### src/rtl/nmt_pkg.sv
// Shared types, constants and controller/datapath interface of the NAT mapping table.
package nmt_pkg;

  localparam int MAP_ENTRIES     = 64;
  localparam int RECORDS_PER_MAP = 8;
  localparam int MAP_AW          = $clog2(MAP_ENTRIES);
  localparam int REC_AW          = $clog2(RECORDS_PER_MAP);
  localparam int SOCK_W          = 12;
  localparam int POOL_WORD_W     = 64;
  localparam int BIT_W           = $clog2(POOL_WORD_W);
  localparam int POOL_WORDS      = 4096 / POOL_WORD_W;
  localparam int POOL_AW         = $clog2(POOL_WORDS);
  localparam int IP_SEL_W        = 4;
  localparam int PORT_SEL_W      = 8;
  localparam int WSEL_W          = PORT_SEL_W - BIT_W;
  localparam logic [4:0] IP_SLOTS   = 5'd16;
  localparam logic [8:0] PORT_SLOTS = 9'd256;

  localparam logic [2:0] CFG_TIMEOUT    = 3'd0;
  localparam logic [2:0] CFG_IP_BASE    = 3'd1;
  localparam logic [2:0] CFG_IP_COUNT   = 3'd2;
  localparam logic [2:0] CFG_PORT_BASE  = 3'd3;
  localparam logic [2:0] CFG_PORT_COUNT = 3'd4;

  typedef enum logic [1:0] {
    OP_OUT   = 2'd0,
    OP_IN    = 2'd1,
    OP_TICK  = 2'd2,
    OP_SWEEP = 2'd3
  } op_t;

  typedef enum logic [2:0] {
    ST_OK        = 3'd0,
    ST_NOT_FOUND = 3'd1,
    ST_NO_SOCKET = 3'd2,
    ST_MAP_FULL  = 3'd3,
    ST_REC_FULL  = 3'd4
  } status_t;

  typedef struct packed {
    op_t         op;
    logic [31:0] local_ip;
    logic [15:0] local_port;
    logic [31:0] remote_ip;
    logic [15:0] remote_port;
    logic [31:0] nat_ip;
    logic [15:0] nat_port;
  } in_item_t;

  typedef struct packed {
    status_t     status;
    logic [31:0] result_ip;
    logic [15:0] result_port;
  } out_item_t;

  typedef struct packed {
    logic [31:0]       lip;
    logic [15:0]       lport;
    logic [31:0]       rip;
    logic [SOCK_W-1:0] sock;
  } map_ent_t;

  typedef struct packed {
    logic [15:0] port;
    logic [31:0] stamp;
  } rec_ent_t;

  typedef struct packed {
    logic              cap;
    logic              tick;
    logic              map_rd;
    logic              rec_rd;
    logic              pool_rd;
    logic              pool_rd_sock;
    logic              rec_exp_clr;
    logic              free;
    logic              lat_found;
    logic              lat_pool;
    logic              alloc;
    logic              rec_add;
    logic              lat_local;
    logic              emit;
    status_t           stat;
    logic [MAP_AW-1:0] m;
    logic [REC_AW-1:0] r;
    logic [IP_SEL_W-1:0] pi;
    logic [WSEL_W-1:0] pw;
  } dp_cmd_t;

  typedef struct packed {
    op_t                        op;
    logic                       map_v;
    logic [RECORDS_PER_MAP-1:0] rec_row;
    logic                       key_match;
    logic                       pool_hit;
    logic                       rport_match;
    logic                       ib_match;
    logic [4:0]                 ipc;
    logic [8:0]                 ppc;
    logic                       out_busy;
  } dp_stat_t;

endpackage

### src/rtl/nmt_ctrl.sv
// Controller of the NAT mapping table: sweep, lookup, allocation and result sequencing.
module nmt_ctrl (
  input  logic              clk,
  input  logic              rst_n,
  input  logic              in_valid,
  input  nmt_pkg::op_t      in_op,
  output logic              in_stall,
  output nmt_pkg::dp_cmd_t  cmd,
  input  nmt_pkg::dp_stat_t st
);
  import nmt_pkg::*;

  typedef enum logic [4:0] {
    S_IDLE, S_SW_MAP, S_SW_REC, S_SW_CHK, S_SW_END, S_SW_FR1, S_SW_FR2,
    S_OB_SCAN, S_OB_CMP, S_OB_POOL, S_OB_PCHK, S_OB_ALLOC, S_OB_REC, S_OB_RCMP,
    S_OB_ADD, S_IB_SCAN, S_IB_CMP, S_IB_REC, S_IB_RCMP, S_DONE
  } state_t;

  localparam logic [MAP_AW-1:0] LAST_M = MAP_AW'(MAP_ENTRIES - 1);
  localparam logic [REC_AW-1:0] LAST_R = REC_AW'(RECORDS_PER_MAP - 1);

  state_t              state_r, state_nxt;
  logic [MAP_AW-1:0]   m_r, m_nxt;
  logic [REC_AW-1:0]   r_r, r_nxt;
  logic [IP_SEL_W-1:0] pi_r, pi_nxt;
  logic [WSEL_W-1:0]   pw_r, pw_nxt;
  logic [MAP_AW-1:0]   free_m_r, free_m_nxt;
  logic                has_free_r, has_free_nxt;
  status_t             stat_r, stat_nxt;

  logic              sw_next;
  logic              ib_next;
  logic              pool_start;
  logic              ob_rec_end;
  logic [REC_AW-1:0] slot;

  assign in_stall = (state_r != S_IDLE);

  always_comb begin
    slot = '0;
    for (int i = RECORDS_PER_MAP - 1; i >= 0; i--) begin
      if (!st.rec_row[i]) begin
        slot = REC_AW'(i);
      end
    end
  end

  always_comb begin
    state_nxt    = state_r;
    m_nxt        = m_r;
    r_nxt        = r_r;
    pi_nxt       = pi_r;
    pw_nxt       = pw_r;
    free_m_nxt   = free_m_r;
    has_free_nxt = has_free_r;
    stat_nxt     = stat_r;
    sw_next      = 1'b0;
    ib_next      = 1'b0;
    pool_start   = 1'b0;
    ob_rec_end   = 1'b0;
    cmd          = '0;
    cmd.m        = m_r;
    cmd.r        = r_r;
    cmd.pi       = pi_r;
    cmd.pw       = pw_r;
    cmd.stat     = stat_r;

    case (state_r)
      S_IDLE: begin
        if (in_valid) begin
          cmd.cap = 1'b1;
          if (in_op == OP_TICK) begin
            cmd.tick = 1'b1;
          end else begin
            m_nxt     = '0;
            state_nxt = S_SW_MAP;
          end
        end
      end
      S_SW_MAP: begin
        if (st.map_v) begin
          r_nxt     = '0;
          state_nxt = S_SW_REC;
        end else begin
          sw_next = 1'b1;
        end
      end
      S_SW_REC: begin
        if (st.rec_row[r_r]) begin
          cmd.rec_rd = 1'b1;
          state_nxt  = S_SW_CHK;
        end else if (r_r == LAST_R) begin
          state_nxt = S_SW_END;
        end else begin
          r_nxt = r_r + REC_AW'(1);
        end
      end
      S_SW_CHK: begin
        cmd.rec_exp_clr = 1'b1;
        if (r_r == LAST_R) begin
          state_nxt = S_SW_END;
        end else begin
          r_nxt     = r_r + REC_AW'(1);
          state_nxt = S_SW_REC;
        end
      end
      S_SW_END: begin
        if (st.rec_row == '0) begin
          cmd.map_rd = 1'b1;
          state_nxt  = S_SW_FR1;
        end else begin
          sw_next = 1'b1;
        end
      end
      S_SW_FR1: begin
        cmd.pool_rd_sock = 1'b1;
        state_nxt        = S_SW_FR2;
      end
      S_SW_FR2: begin
        cmd.free = 1'b1;
        sw_next  = 1'b1;
      end
      S_OB_SCAN: begin
        if (st.map_v) begin
          cmd.map_rd = 1'b1;
          state_nxt  = S_OB_CMP;
        end else begin
          if (!has_free_r) begin
            free_m_nxt   = m_r;
            has_free_nxt = 1'b1;
          end
          if (m_r == LAST_M) begin
            pool_start = 1'b1;
          end else begin
            m_nxt = m_r + MAP_AW'(1);
          end
        end
      end
      S_OB_CMP: begin
        if (st.key_match) begin
          cmd.lat_found = 1'b1;
          r_nxt         = '0;
          state_nxt     = S_OB_REC;
        end else if (m_r == LAST_M) begin
          pool_start = 1'b1;
        end else begin
          m_nxt     = m_r + MAP_AW'(1);
          state_nxt = S_OB_SCAN;
        end
      end
      S_OB_POOL: begin
        cmd.pool_rd = 1'b1;
        state_nxt   = S_OB_PCHK;
      end
      S_OB_PCHK: begin
        if (st.pool_hit) begin
          cmd.lat_pool = 1'b1;
          if (has_free_r) begin
            state_nxt = S_OB_ALLOC;
          end else begin
            stat_nxt  = ST_MAP_FULL;
            state_nxt = S_DONE;
          end
        end else if ({({1'b0, pw_r} + 3'd1), 6'd0} < st.ppc) begin
          pw_nxt    = pw_r + WSEL_W'(1);
          state_nxt = S_OB_POOL;
        end else if (({1'b0, pi_r} + 5'd1) < st.ipc) begin
          pi_nxt    = pi_r + IP_SEL_W'(1);
          pw_nxt    = '0;
          state_nxt = S_OB_POOL;
        end else begin
          stat_nxt  = ST_NO_SOCKET;
          state_nxt = S_DONE;
        end
      end
      S_OB_ALLOC: begin
        cmd.m     = free_m_r;
        cmd.alloc = 1'b1;
        m_nxt     = free_m_r;
        r_nxt     = '0;
        state_nxt = S_OB_REC;
      end
      S_OB_REC: begin
        if (st.rec_row[r_r]) begin
          cmd.rec_rd = 1'b1;
          state_nxt  = S_OB_RCMP;
        end else if (r_r == LAST_R) begin
          ob_rec_end = 1'b1;
        end else begin
          r_nxt = r_r + REC_AW'(1);
        end
      end
      S_OB_RCMP: begin
        if (st.rport_match) begin
          stat_nxt  = ST_OK;
          state_nxt = S_DONE;
        end else if (r_r == LAST_R) begin
          ob_rec_end = 1'b1;
        end else begin
          r_nxt     = r_r + REC_AW'(1);
          state_nxt = S_OB_REC;
        end
      end
      S_OB_ADD: begin
        cmd.r       = slot;
        cmd.rec_add = 1'b1;
        stat_nxt    = ST_OK;
        state_nxt   = S_DONE;
      end
      S_IB_SCAN: begin
        if (st.map_v) begin
          cmd.map_rd = 1'b1;
          state_nxt  = S_IB_CMP;
        end else begin
          ib_next = 1'b1;
        end
      end
      S_IB_CMP: begin
        if (st.ib_match) begin
          cmd.lat_local = 1'b1;
          r_nxt         = '0;
          state_nxt     = S_IB_REC;
        end else begin
          ib_next = 1'b1;
        end
      end
      S_IB_REC: begin
        if (st.rec_row[r_r]) begin
          cmd.rec_rd = 1'b1;
          state_nxt  = S_IB_RCMP;
        end else if (r_r == LAST_R) begin
          ib_next = 1'b1;
        end else begin
          r_nxt = r_r + REC_AW'(1);
        end
      end
      S_IB_RCMP: begin
        if (st.rport_match) begin
          stat_nxt  = ST_OK;
          state_nxt = S_DONE;
        end else if (r_r == LAST_R) begin
          ib_next = 1'b1;
        end else begin
          r_nxt     = r_r + REC_AW'(1);
          state_nxt = S_IB_REC;
        end
      end
      S_DONE: begin
        if (!st.out_busy) begin
          cmd.emit  = 1'b1;
          state_nxt = S_IDLE;
        end
      end
      default: state_nxt = S_IDLE;
    endcase

    if (sw_next) begin
      if (m_r == LAST_M) begin
        m_nxt = '0;
        case (st.op)
          OP_SWEEP: state_nxt = S_IDLE;
          OP_OUT: begin
            has_free_nxt = 1'b0;
            state_nxt    = S_OB_SCAN;
          end
          default: state_nxt = S_IB_SCAN;
        endcase
      end else begin
        m_nxt     = m_r + MAP_AW'(1);
        state_nxt = S_SW_MAP;
      end
    end

    if (ib_next) begin
      if (m_r == LAST_M) begin
        stat_nxt  = ST_NOT_FOUND;
        state_nxt = S_DONE;
      end else begin
        m_nxt     = m_r + MAP_AW'(1);
        state_nxt = S_IB_SCAN;
      end
    end

    if (pool_start) begin
      if ((st.ipc == '0) || (st.ppc == '0)) begin
        stat_nxt  = ST_NO_SOCKET;
        state_nxt = S_DONE;
      end else begin
        pi_nxt    = '0;
        pw_nxt    = '0;
        state_nxt = S_OB_POOL;
      end
    end

    if (ob_rec_end) begin
      if (st.rec_row != '1) begin
        state_nxt = S_OB_ADD;
      end else begin
        stat_nxt  = ST_REC_FULL;
        state_nxt = S_DONE;
      end
    end
  end

  always_ff @(posedge clk) begin
    if (!rst_n) begin
      state_r    <= S_IDLE;
      m_r        <= '0;
      r_r        <= '0;
      pi_r       <= '0;
      pw_r       <= '0;
      free_m_r   <= '0;
      has_free_r <= 1'b0;
      stat_r     <= ST_OK;
    end else begin
      state_r    <= state_nxt;
      m_r        <= m_nxt;
      r_r        <= r_nxt;
      pi_r       <= pi_nxt;
      pw_r       <= pw_nxt;
      free_m_r   <= free_m_nxt;
      has_free_r <= has_free_nxt;
      stat_r     <= stat_nxt;
    end
  end

  a_alloc_needs_slot: assert property (@(posedge clk) disable iff (!rst_n)
    (state_r == S_OB_ALLOC) |-> has_free_r)
    else $error("allocation without a free mapping slot");
  a_done_ok_then_idle: assert property (@(posedge clk) disable iff (!rst_n)
    cmd.emit |=> (state_r == S_IDLE))
    else $error("controller did not return to idle after a result");
  a_tick_in_idle: assert property (@(posedge clk) disable iff (!rst_n)
    cmd.tick |-> (state_r == S_IDLE) && (state_nxt == S_IDLE))
    else $error("tick taken outside idle");

endmodule

### config.mk
export PLATFORM = sky130hd
export DESIGN_NAME = nmt_ctrl
export DESIGN_NICKNAME = d
export VERILOG_FILES = /design/src/rtl/nmt_pkg.sv /design/src/rtl/nmt_ctrl.sv
export SDC_FILE = /design/constraint.sdc
export NUM_CORES = 1
export LEC_CHECK = 0
export BUFFER_PORTS_ARGS = -buffer_cell sky130_fd_sc_hd__buf_2
export CAP_MARGIN = 15
export CORE_MARGIN = 8
export CORE_UTILIZATION = 40
export CTS_BUF_LIST = sky130_fd_sc_hd__clkbuf_16
export CTS_CLUSTER_SIZE = 28
export DETAILED_ROUTE_END_ITERATION = 7
export PLACE_DENSITY = 0.6
export REMOVE_ABC_BUFFERS = 1
export SETUP_SLACK_MARGIN = 0.15
export SKIP_LAST_GASP = 1
export SLEW_MARGIN = 20
export SYNTH_ARGS = -nofsm -noshare
export SYNTH_HDL_FRONTEND = slang
export SYNTH_SLANG_ARGS = --single-unit
### constraint.sdc
create_clock -name clk -period 2.5 [get_ports clk]
set_input_delay 0.25 -clock clk [delete_from_list [all_inputs] [get_ports clk]]
set_output_delay 0.25 -clock clk [all_outputs]
set_load 0.02 [all_outputs]
==> metrics.cfg, run 1 <==
[setup_path]
crit_path_start_kind=flip-flop
worstPathArrival_ns=2.05
cpPeakStageDelay_ns=0.41
crit_slowest_cell=sky130_fd_sc_hd__or3_1
critPathCaptureType=output pin
worst_ep_required_time_ns=2.25
timing.setup.critical_path_class=flip-flop to output pin
crit_path_cell_trace=nand2b_4 -> buf_4 -> or3_1 -> inv_1 -> mux2_2 -> buf_2
cp_max_fo=17

[power]
total_leakage_power_nw=1.79
power_density_nw_per_um2=719
power.ir.vdd_worst_mv=0.295
post-layout-total-power_mw=2.94

[routing]
postRouteAntennaNets=0
detail_route.drc_violations=0
drt_iter0_drc=283
drtPass1Iterations=5
route.detailed.wl_per_inst_um=17.4
via_per_inst=5.96
dr_total_vias=3755
drt_wl_total_um=11000

[floorplanning]
floorplan.die_area_um2=10900
die_width_um=104
coreArea_um2=7650
pin_count=68
initial_core_util_pct=40.7
placement_rows=32
floorplan.die.height_um=104

[finish]
total_nets_final=579
layout.cells.most_common_list=sky130_fd_sc_hd__buf_2 (67), sky130_fd_sc_hd__buf_4 (48), sky130_fd_sc_hd__nand2_1 (41)
post_layout_cell_count=630
layout.cell_area.non_filler_um2=4090
mostFrequentLayoutCell=sky130_fd_sc_hd__buf_2
final_layout_size_suffix_gt1_share_pct=30.9
diodes=0
syn_to_layout_area_delta_pct=31.4

[yosys]
synth_register_bits=30
synth_simple_gate_area_share_pct=30.4
synth-warning-count=0
synth_top_family_by_area=compound AO/OA/AOI/OAI gates
post_synth_xor_area_fraction_pct=2.81
syn-mean-instance-area_um2=7.24
synthArstFlopShare_pct=0
synth_sequential_area_ratio_pct=19.3
yosys.area_share.adder_pct=6.03
synth_mux_area_share_pct=4.02
synthFlopType=sky130_fd_sc_hd__dfxtp_1
synth_enable_flop_cells=0
yosys.cell_types.count=80
synth_compound_gate_area_share_pct=31.0
netlist_instances=430
area_of_the_mapped_netlist_um2=3110

[timing]
finalHoldViolations=0
clock_skew_ns=0.00566
max_transition_viols_final=0
relSlewSlack_pct=70.0
grt_setup_unrepaired=true
setup_violations=0
setup_total_neg_slack_ns=0
worst_slew_pin_slew_ns=0.448
layout_min_cycle_time_ns=2.30
min_period_over_period_pct=91.8
max_freq_mhz=436

[run_status]
run_status=finished clean

[hold_path]
holdCritPathClass=input pin to flip-flop

[grt]
global_route.overflow_total=0
grt_max_degree=29
first_global_vias=3703
global_route_wire_length_before_repair_um=18200
grt_util_all_layers_pct=19.7
antenna_found_initial=0

[clock_network]
numCtsBuffers=5
path_clk_slew_ns=0.05
cts_htree_levels=2
worstSkewPairLatency_ns=0.27
master_cell_of_the_clock_root_buffer=sky130_fd_sc_hd__clkbuf_16
ctsHoldBuffers=0
cts_tree=yes
cts.sink_count=30
ctsLongestPathBuffers=2

[placed_design]
dp.cells=623
placedInstanceArea_um2=3830
routabilityCongestion=0.943
buffer_ports.inserted=67
post-dp-hpwl_um=8520

[flow_run]
cap_viol_max_count=0

## where the power goes
part / switching [mW] / internal, mW / leakage (nW)
clock network: 0.202 / 0.353 / 0.0632
logic: 0.984 / 0.780 / 1.48
registers: 0.0917 / 0.531 / 0.246
## cell type report
| class | count | area (um^2) |
|---|---|---|
| multi-input combinational | 356 | 2430 |
| clock buffer | 5 | 125 |
| clock inverter | 1 | 3.75 |
| tap | 102 | 128 |
| fill | 758 | 3560 |
| inverter | 20 | 75.1 |
| sequential | 30 | 616 |
| timing repair buffer | 116 | 716 |
## metrics by stage
stage | hold slack (ns) | utilization (%) | worst slack (ns)
after detailed placement | 0.458 | 50.1 | 0.0252
final | 0.328 | 53.5 | 0.204
after CTS | 0.326 | 52.3 | 0.155
after floorplan | 0.368 | - | -0.104
after global placement | 0.460 | 50.1 | -0.0138
after global routing | 0.336 | 53.5 | 0.139
## per-layer routing
layer	vias to the layer above	wire (um)	global-route usage, %
met5	-	0	0
met1	1775	4830	24.2
li1	1813	-	-
met4	0	193	5.38
met2	143	5290	33.8
met3	24	665	3.90
## worst paths after layout
path	cells after the start	end	slack, ns	startpoint
worst max-delay path	6	cmd[8]	0.20	state_r[0]
worst min-delay path	2	m_r[5]	0.33	rst_n
worst max register to register	7	state_r[2]	0.21	r_r[0]
worst min register to register	2	stat_r[1]	0.45	stat_r[1]
## worst max-delay path: cells and delay by family, from the launching register on
family	cells	cell delay [ns]
multiplexers	1	0.33
flip-flops	1	0.40
buffers and inverters	3	0.45
AND/OR/NAND/NOR	2	0.58
## flip-flops by register name, indices dropped and copies added, names as in the netlist
register    cells
free_m_r        6
m_r             6
state_r         5
pi_r            4
r_r             3
stat_r          3
pw_r            2
has_free_r      1
## cell families (layout without fill, tap and decap cells)
kind of cell               Yosys count  after routing
AOI/OAI and AO/OA                  147            148
xor gates and xnor gates            10             10
adders and majority gates           15             15
buffers and inverters               45            142
DFF                                 30             30
muxes                                9              9
and+or+nand+nor                    174            174
## repair_timing
| item | in CTS | in global routing |
|---|---|---|
| resized for setup | 13 | 18 |
| setup buffers | 0 | 0 |
| endpoints found under the hold margin | 0 | 0 |
| endpoints found under the setup margin | 22 | 15 |
| pin swaps | 1 | 5 |
| cloned | 0 | 1 |
## synth_stat cells, types with 3 or more instances
cell,number,area [um^2]
sky130_fd_sc_hd__nor4_1,3,18.8
sky130_fd_sc_hd__ha_1,15,188
sky130_fd_sc_hd__or4_1,3,22.5
sky130_fd_sc_hd__and2_1,4,25.0
sky130_fd_sc_hd__a31oi_1,8,50.1
sky130_fd_sc_hd__dfxtp_1,30,601
sky130_fd_sc_hd__nor2_1,28,105
sky130_fd_sc_hd__nand2_1,41,154
sky130_fd_sc_hd__nor3_1,16,80.1
sky130_fd_sc_hd__a21oi_1,40,200
sky130_fd_sc_hd__or3_1,7,43.8
sky130_fd_sc_hd__o2111ai_1,3,26.3
sky130_fd_sc_hd__nand4_1,5,31.3
sky130_fd_sc_hd__o21ai_1,5,25.0
sky130_fd_sc_hd__nand3_1,11,55.1
sky130_fd_sc_hd__and3_1,6,37.5
sky130_fd_sc_hd__o31ai_1,5,37.5
sky130_fd_sc_hd__inv_1,18,67.6
sky130_fd_sc_hd__o21a_1,5,37.5
sky130_fd_sc_hd__nand3b_1,6,45.0
sky130_fd_sc_hd__a211oi_1,5,37.5
sky130_fd_sc_hd__buf_2,11,55.1
sky130_fd_sc_hd__mux2_2,4,45.0
sky130_fd_sc_hd__nand2b_1,11,68.8
sky130_fd_sc_hd__nor2b_1,12,75.1
sky130_fd_sc_hd__or2_1,4,25.0
sky130_fd_sc_hd__clkbuf_1,9,33.8
sky130_fd_sc_hd__o21ai_0,34,170
sky130_fd_sc_hd__o211ai_1,4,30.0
sky130_fd_sc_hd__xnor2_1,3,26.3
sky130_fd_sc_hd__xor2_1,7,61.3
sky130_fd_sc_hd__a211o_1,3,26.3
(Power assumes the default switching activity.)
==> run 2: changes to the inputs <==
Settings changed: CELL_PAD_IN_SITES_DETAIL_PLACEMENT set to 0, CELL_PAD_IN_SITES_GLOBAL_PLACEMENT set to 2, CORE_UTILIZATION 40 to 31, GPL_ROUTABILITY_DRIVEN set to 0, MAX_ROUTING_LAYER set to met4, PLACE_DENSITY 0.6 to 0.8.
==> metrics.cfg, run 2 (synthesis gave the netlist of run 1 again) <==
[power]
power_report.internal_total_mw=1.67  ; +0.34%
clock_power_share_pct=19.6  ; +0.7 points
post-layout-total-power_mw=2.94  ; -0.19%
total_leakage_power_nw=1.79  ; about the same
power.ir.vdd_worst_mv=0.283  ; -4.3%
seq_power_share_pct=21.2  ; about the same
share_comb_of_total_power_pct=59.2  ; -0.8 points
switching_share_pct=43.1  ; -0.30 points
switchingPower_mw=1.27  ; -0.87%
power_density_nw_per_um2=713  ; -0.91%

[clock_network]
cts_htree_levels=2  ; unchanged
cts_tree=yes
path_clk_slew_ns=0.06  ; about the same
ctsLongestPathBuffers=2  ; unchanged
worstSkewPairLatency_ns=0.28  ; about the same
ctsHoldBuffers=0  ; unchanged
master_cell_of_the_clock_root_buffer=sky130_fd_sc_hd__clkbuf_16
numCtsBuffers=5  ; unchanged
cts.sink_count=30  ; unchanged

[setup_path]
regToRegStartpoint=m_r[0]
critPathBufInv=2  ; -1
cpPeakStageDelay_ns=0.41  ; about the same
crit_path_start_kind=flip-flop
worst-r2r-setup-slack_ns=0.23  ; +0.02 ns
worst_ep_required_time_ns=2.70  ; +0.45 ns
worstPathArrival_ns=2.47  ; +0.42 ns
crit_top_cell=sky130_fd_sc_hd__and3_1
crit_slowest_cell=sky130_fd_sc_hd__nor4b_4
crit_path_cell_trace=ha_1 -> and3_1 -> and3_1 -> inv_2 -> o2111ai_2 -> nor4b_4 -> buf_4 -> o21ai_0 -> a32oi_1
critPathTopFamily=simple AND/OR/NAND/NOR gates
timing.reg2reg.worst_path_depth=9  ; +2
crit_reg_reg_endpoint=state_r[3]
timing.setup.critical_path_class=flip-flop to flip-flop
critPathCaptureType=flip-flop
cp_max_fo=9  ; -8

[hold_path]
timing.hold.worst_endpoint=m_r[5]
holdPathStages=2  ; unchanged
min_from=rst_n
holdCritPathClass=input pin to flip-flop

[placed_design]
placedInstanceArea_um2=3840  ; +0.16%
dp.cells=648  ; +4.0%
buffer_ports.inserted=67  ; unchanged
post-dp-hpwl_um=8860  ; +4.0%

[routing]
postRouteAntennaNets=0  ; unchanged
drt_wl_total_um=11300  ; +3.0%
via_per_inst=5.58  ; -6.3%
dr_total_vias=3685  ; -1.9%
drt_iter0_drc=207  ; -27%
route.detailed.wl_per_inst_um=17.1  ; -1.7%
drtPass1Iterations=5  ; unchanged
detail_route.drc_violations=0  ; unchanged

[grt]
grt_util_all_layers_pct=17.1  ; -2.6 points
first_global_vias=3579  ; -3.3%
antenna_found_initial=0  ; unchanged
global_route_wire_length_before_repair_um=17900  ; -1.3%
grt_max_degree=26  ; -10%
global_route.overflow_total=0  ; unchanged

[floorplanning]
coreArea_um2=9770  ; +28%
initial_core_util_pct=31.8  ; -8.9 points
pin_count=68  ; unchanged
floorplan.die.height_um=116  ; +12%
placement_rows=36  ; +13%
floorplan.die_area_um2=13500  ; +24%
die_width_um=116  ; +12%

[finish]
syn_to_layout_area_delta_pct=32.3
diodes=0  ; unchanged
regArea_um2=617  ; +0.20%
post_layout_cell_count=660  ; +4.8%
multiInputGateArea_um2=2400  ; -0.98%
total_nets_final=576  ; -0.52%
final_layout_size_suffix_gt1_share_pct=30.9  ; +0.059 points
mostFrequentLayoutCell=sky130_fd_sc_hd__buf_2
final_util_pct=42.1  ; -11 points
layout.cells.most_common_list=sky130_fd_sc_hd__buf_2 (67), sky130_fd_sc_hd__buf_4 (43), sky130_fd_sc_hd__nand2_1 (41)
layout.cell_area.non_filler_um2=4120  ; +0.73%
fillcell_total=1052  ; +39%
largest_registers=free_m_r: 6 flops, m_r: 6 flops, state_r: 5 flops

[timing]
finalHoldViolations=0  ; unchanged
setup_total_neg_slack_ns=0  ; unchanged
min_period_over_period_pct=91.0  ; -0.84 points
grt_setup_unrepaired=true
relSlewSlack_pct=70.1  ; about the same
max_transition_viols_final=0  ; unchanged
worst_slew_pin_slew_ns=0.443  ; -0.00472 ns
clock_skew_ns=0.00768  ; +0.00202 ns
max_freq_mhz=440  ; +0.92%
setup_violations=0  ; unchanged
layout_min_cycle_time_ns=2.27  ; -0.0210 ns

[run_status]
run_status=finished clean

[flow_run]
cap_viol_max_count=0  ; unchanged

==> run 2: cell types whose count changed in the layout (fill, tap and decap cells not counted), moves of 2 or more <==
cell / previous run / this run
sky130_fd_sc_hd__buf_6: 0 / 2
sky130_fd_sc_hd__o21ai_1: 5 / 3
sky130_fd_sc_hd__a21oi_1: 39 / 37
sky130_fd_sc_hd__a21oi_2: 1 / 3
sky130_fd_sc_hd__nor4b_2: 2 / 0
sky130_fd_sc_hd__buf_4: 48 / 43
==> run 2: how the worst max path moves through the flow <==
| stage | slack [ns] | from | end | cells after the start |
|---|---|---|---|---|
| global route | 0.09 | pw_r[0] | state_r[3] | 8 |
| floorplan | -0.10 | state_r[1] | cmd[12] | 3 |
| detailed placement | -0.08 | state_r[1] | pi_r[1] | 6 |
| global placement | -0.005 | state_r[1] | state_r[1] | 6 |
| finish | 0.23 | m_r[0] | state_r[3] | 9 |
| CTS | 0.15 | r_r[0] | m_r[5] | 6 |
==> run 2: per-layer routing <==
metal  track usage (%)  share of wire [%]  vias to the layer above
met5                 -                  0                        -
met3              2.79                4.6                       15
li1                  -                  -                     1809
met4              5.79                1.8                        0
met1              21.5                 47                     1742
met2              27.2                 46                      119
==> run 2: power groups by stage <==
| stage | combinational, mW | sequential (mW) | clock, mW |
|---|---|---|---|
| 5_1_grt | 1.89 | 0.632 | 0.619 |
| 3_5_place_dp | 1.63 | 0.619 | 0 |
| 3_3_place_gp | 1.62 | 0.615 | 0 |
| 2_1_floorplan | 0.879 | 0.673 | 0 |
| 4_1_cts | 1.67 | 0.617 | 0.586 |
| 6_report | 1.74 | 0.622 | 0.575 |
==> run 2: area by class of cell <==
cell class / count / area share [%]
Tap cell: 133 / 4.04
Clock inverter: 3 / 0.304
Timing Repair Buffer: 114 / 17.5
Inverter: 20 / 1.82
Sequential cell: 30 / 15.0
Multi-Input combinational cell: 355 / 58.3
Clock buffer: 5 / 3.04
==> run 2: timing repair <==
action / 4_1_cts / 5_1_grt
endpoints found under the setup margin: 23 / 27
resized for setup: 14 / 18
pin swaps: 2 / 4
buffers inserted: 2 / 2
==> run 2: stage by stage <==
step	worst slack, ns	hold slack, ns
6_report	0.225	0.330
5_1_grt	0.0925	0.330
4_1_cts	0.150	0.327
3_5_place_dp	-0.0768	0.460
3_3_place_gp	-0.00510	0.460
2_1_floorplan	-0.104	0.368
==> run 3: changes to the inputs <==
Settings changed: CTS_CLUSTER_SIZE 28 to not set.
Clock period 2.5 ns to 2.3 ns, I/O delays scaled along.
==> metrics.cfg, run 3 (synthesis gave the netlist of run 1 again) <==
[routing]
dr_total_vias=3878  ; +5.2%
postRouteAntennaNets=0  ; unchanged
drt_wl_total_um=11800  ; +4.8%
routedLengthMet1_um=5380  ; +0.49%
route.top_layer_used=met4
route.detailed.wl_per_inst_um=17.0  ; -0.60%
drt_iter0_drc=254  ; +23%
via_per_inst=5.57  ; -0.21%
total_length_of_routed_met2_wires_um=5590  ; +7.0%
detail_route.drc_violations=0  ; unchanged
drtPass1Iterations=5  ; unchanged
routed-wl-met3_um=667  ; +29%

[floorplanning]
floorplan.die_area_um2=13500  ; unchanged
pin_count=68  ; unchanged
floorplan.die.height_um=116  ; unchanged
placement_rows=36  ; unchanged
initial_core_util_pct=31.8  ; unchanged
die_width_um=116  ; unchanged
coreArea_um2=9770  ; unchanged

[power]
total_leakage_power_nw=2.01  ; +12%
seq_power_share_pct=18.5  ; -2.7 points
switching_share_pct=42.5  ; -0.61 points
power.ir.vdd_worst_mv=0.276  ; -2.3%
switchingPower_mw=1.49  ; +18%
post-layout-total-power_mw=3.50  ; +19%
power_report.internal_total_mw=2.01  ; +21%
share_comb_of_total_power_pct=63.9  ; +4.7 points
clock_power_share_pct=17.6  ; -2.0 points
power_density_nw_per_um2=753  ; +5.7%

[grt]
first_global_vias=3689  ; +3.1%
global_route_wire_length_before_repair_um=18600  ; +3.7%
global_route.overflow_total=0  ; unchanged
grt_max_degree=26  ; unchanged
grt_util_all_layers_pct=17.6  ; +0.55 points
antenna_found_initial=0  ; unchanged

[finish]
mostFrequentLayoutCell=sky130_fd_sc_hd__buf_4
total_nets_final=612  ; +6.3%
syn_to_layout_area_delta_pct=49.3
diodes=0  ; unchanged
post_layout_cell_count=696  ; +5.5%
largest_registers=free_m_r: 6 flops, m_r: 6 flops, state_r: 5 flops
layout.cells.most_common_list=sky130_fd_sc_hd__buf_4 (75), sky130_fd_sc_hd__buf_2 (63), sky130_fd_sc_hd__nand2_1 (38)
final_layout_size_suffix_gt1_share_pct=40.9  ; +9.9 points

[clock_network]
cts_tree=yes
ctsLongestPathBuffers=2  ; unchanged
numCtsBuffers=5  ; unchanged
path_clk_slew_ns=0.05  ; about the same
cts_htree_levels=2  ; unchanged
cts.sink_count=30  ; unchanged
master_cell_of_the_clock_root_buffer=sky130_fd_sc_hd__clkbuf_16
worstSkewPairLatency_ns=0.27  ; about the same

[run_status]
run_status=finished clean

[flow_run]
cap_viol_max_count=0  ; unchanged

[placed_design]
post-dp-hpwl_um=9180  ; +3.6%
buffer_ports.inserted=67  ; unchanged
dp.cells=674  ; +4.0%
place_worst_setup_slack_ns=-0.140  ; -0.0629 ns

[setup_path]
cpPeakStageDelay_ns=0.53  ; +0.12 ns
timing.setup.critical_path_class=flip-flop to flip-flop
critPathCaptureType=flip-flop
crit_path_start_kind=flip-flop
crit_slowest_cell=sky130_fd_sc_hd__mux4_2
crit_path_cell_trace=mux4_2 -> mux2_4 -> a211oi_1 -> buf_4 -> a21oi_1 -> o41ai_1 -> a211oi_1
crit_top_cell=sky130_fd_sc_hd__a211oi_1
cp_max_fo=5  ; -4
worstPathArrival_ns=2.36  ; -0.11 ns
worst_ep_required_time_ns=2.45  ; -0.25 ns

[timing]
relSlewSlack_pct=65.1  ; -5.0 points
max_transition_viols_final=0  ; unchanged
min_period_over_period_pct=96.3  ; +5.3 points
setup_total_neg_slack_ns=0  ; unchanged
setup_violations=0  ; unchanged
finalHoldViolations=0  ; unchanged
clock_skew_ns=0.00559  ; -0.00209 ns
layout_min_cycle_time_ns=2.22  ; -0.0597 ns
worst_slack_ns=0.0847  ; -0.140 ns
worst_slew_pin_slew_ns=0.524  ; +0.0803 ns
max_freq_mhz=451  ; +2.7%
hold_slack_ns=0.317  ; -0.0134 ns
grt_setup_unrepaired=true

[hold_path]
holdCritPathClass=input pin to flip-flop

-- run 3: cell type report --
class                      count  area (um^2)
clock buffer                   5          125
clock inverter                 3         12.5
fill                        1008         5130
inverter                      20         77.6
multi-input combinational    355         2620
sequential                    30          618
tap                          133          166
timing repair buffer         150         1030
-- run 3: worst max-delay path, delay by kind of cell, from the launching register on --
family	cells	cell delay (ns)
AO/OA/AOI/OAI	4	0.68
buffers and inverters	1	0.15
flip-flops	1	0.39
multiplexers	2	0.87
-- run 3: stage by stage --
step / instance area [um^2] / utilization (%)
finish: 4650 / 47.5
global route: 4650 / 47.5
CTS: 4460 / 45.6
detailed placement: 4030 / 41.2
global placement: 4030 / 41.2
floorplan: 2990 / -
-- run 3: repair_timing --
item / in CTS / in global routing
resized for setup: 55 / 39
hold buffers: 0 / 0
pin swaps: 18 / 16
buffers inserted: 12 / 2
endpoints found under the setup margin: 35 / 29
endpoints found under the hold margin: 0 / 0
-- run 3: per-layer routing --
layer,vias to the layer above,GRT usage [%]
met5,-,-
met4,0,4.32
met3,16,2.59
met2,156,28.7
met1,1817,22.5
li1,1889,-
-- run 3: path summary, 6_finish.rpt --
path                            startpoint          to  slack (ns)  cells past startpoint
worst max register to register      r_r[0]  state_r[0]        0.08                      7
worst min-delay path                 rst_n      m_r[5]        0.32                      2
worst min register to register   stat_r[1]   stat_r[1]        0.47                      2
worst max-delay path                r_r[0]  state_r[0]        0.08                      7
-- run 3: power groups by stage --
| stage | Sequential, mW | Clock, mW | Combinational (mW) |
|---|---|---|---|
| floorplan | 0.731 | 0 | 0.956 |
| global placement | 0.652 | 0 | 1.87 |
| detailed placement | 0.649 | 0 | 1.88 |
| CTS | 0.646 | 0.623 | 2.08 |
| global route | 0.652 | 0.654 | 2.41 |
| finish | 0.648 | 0.617 | 2.24 |
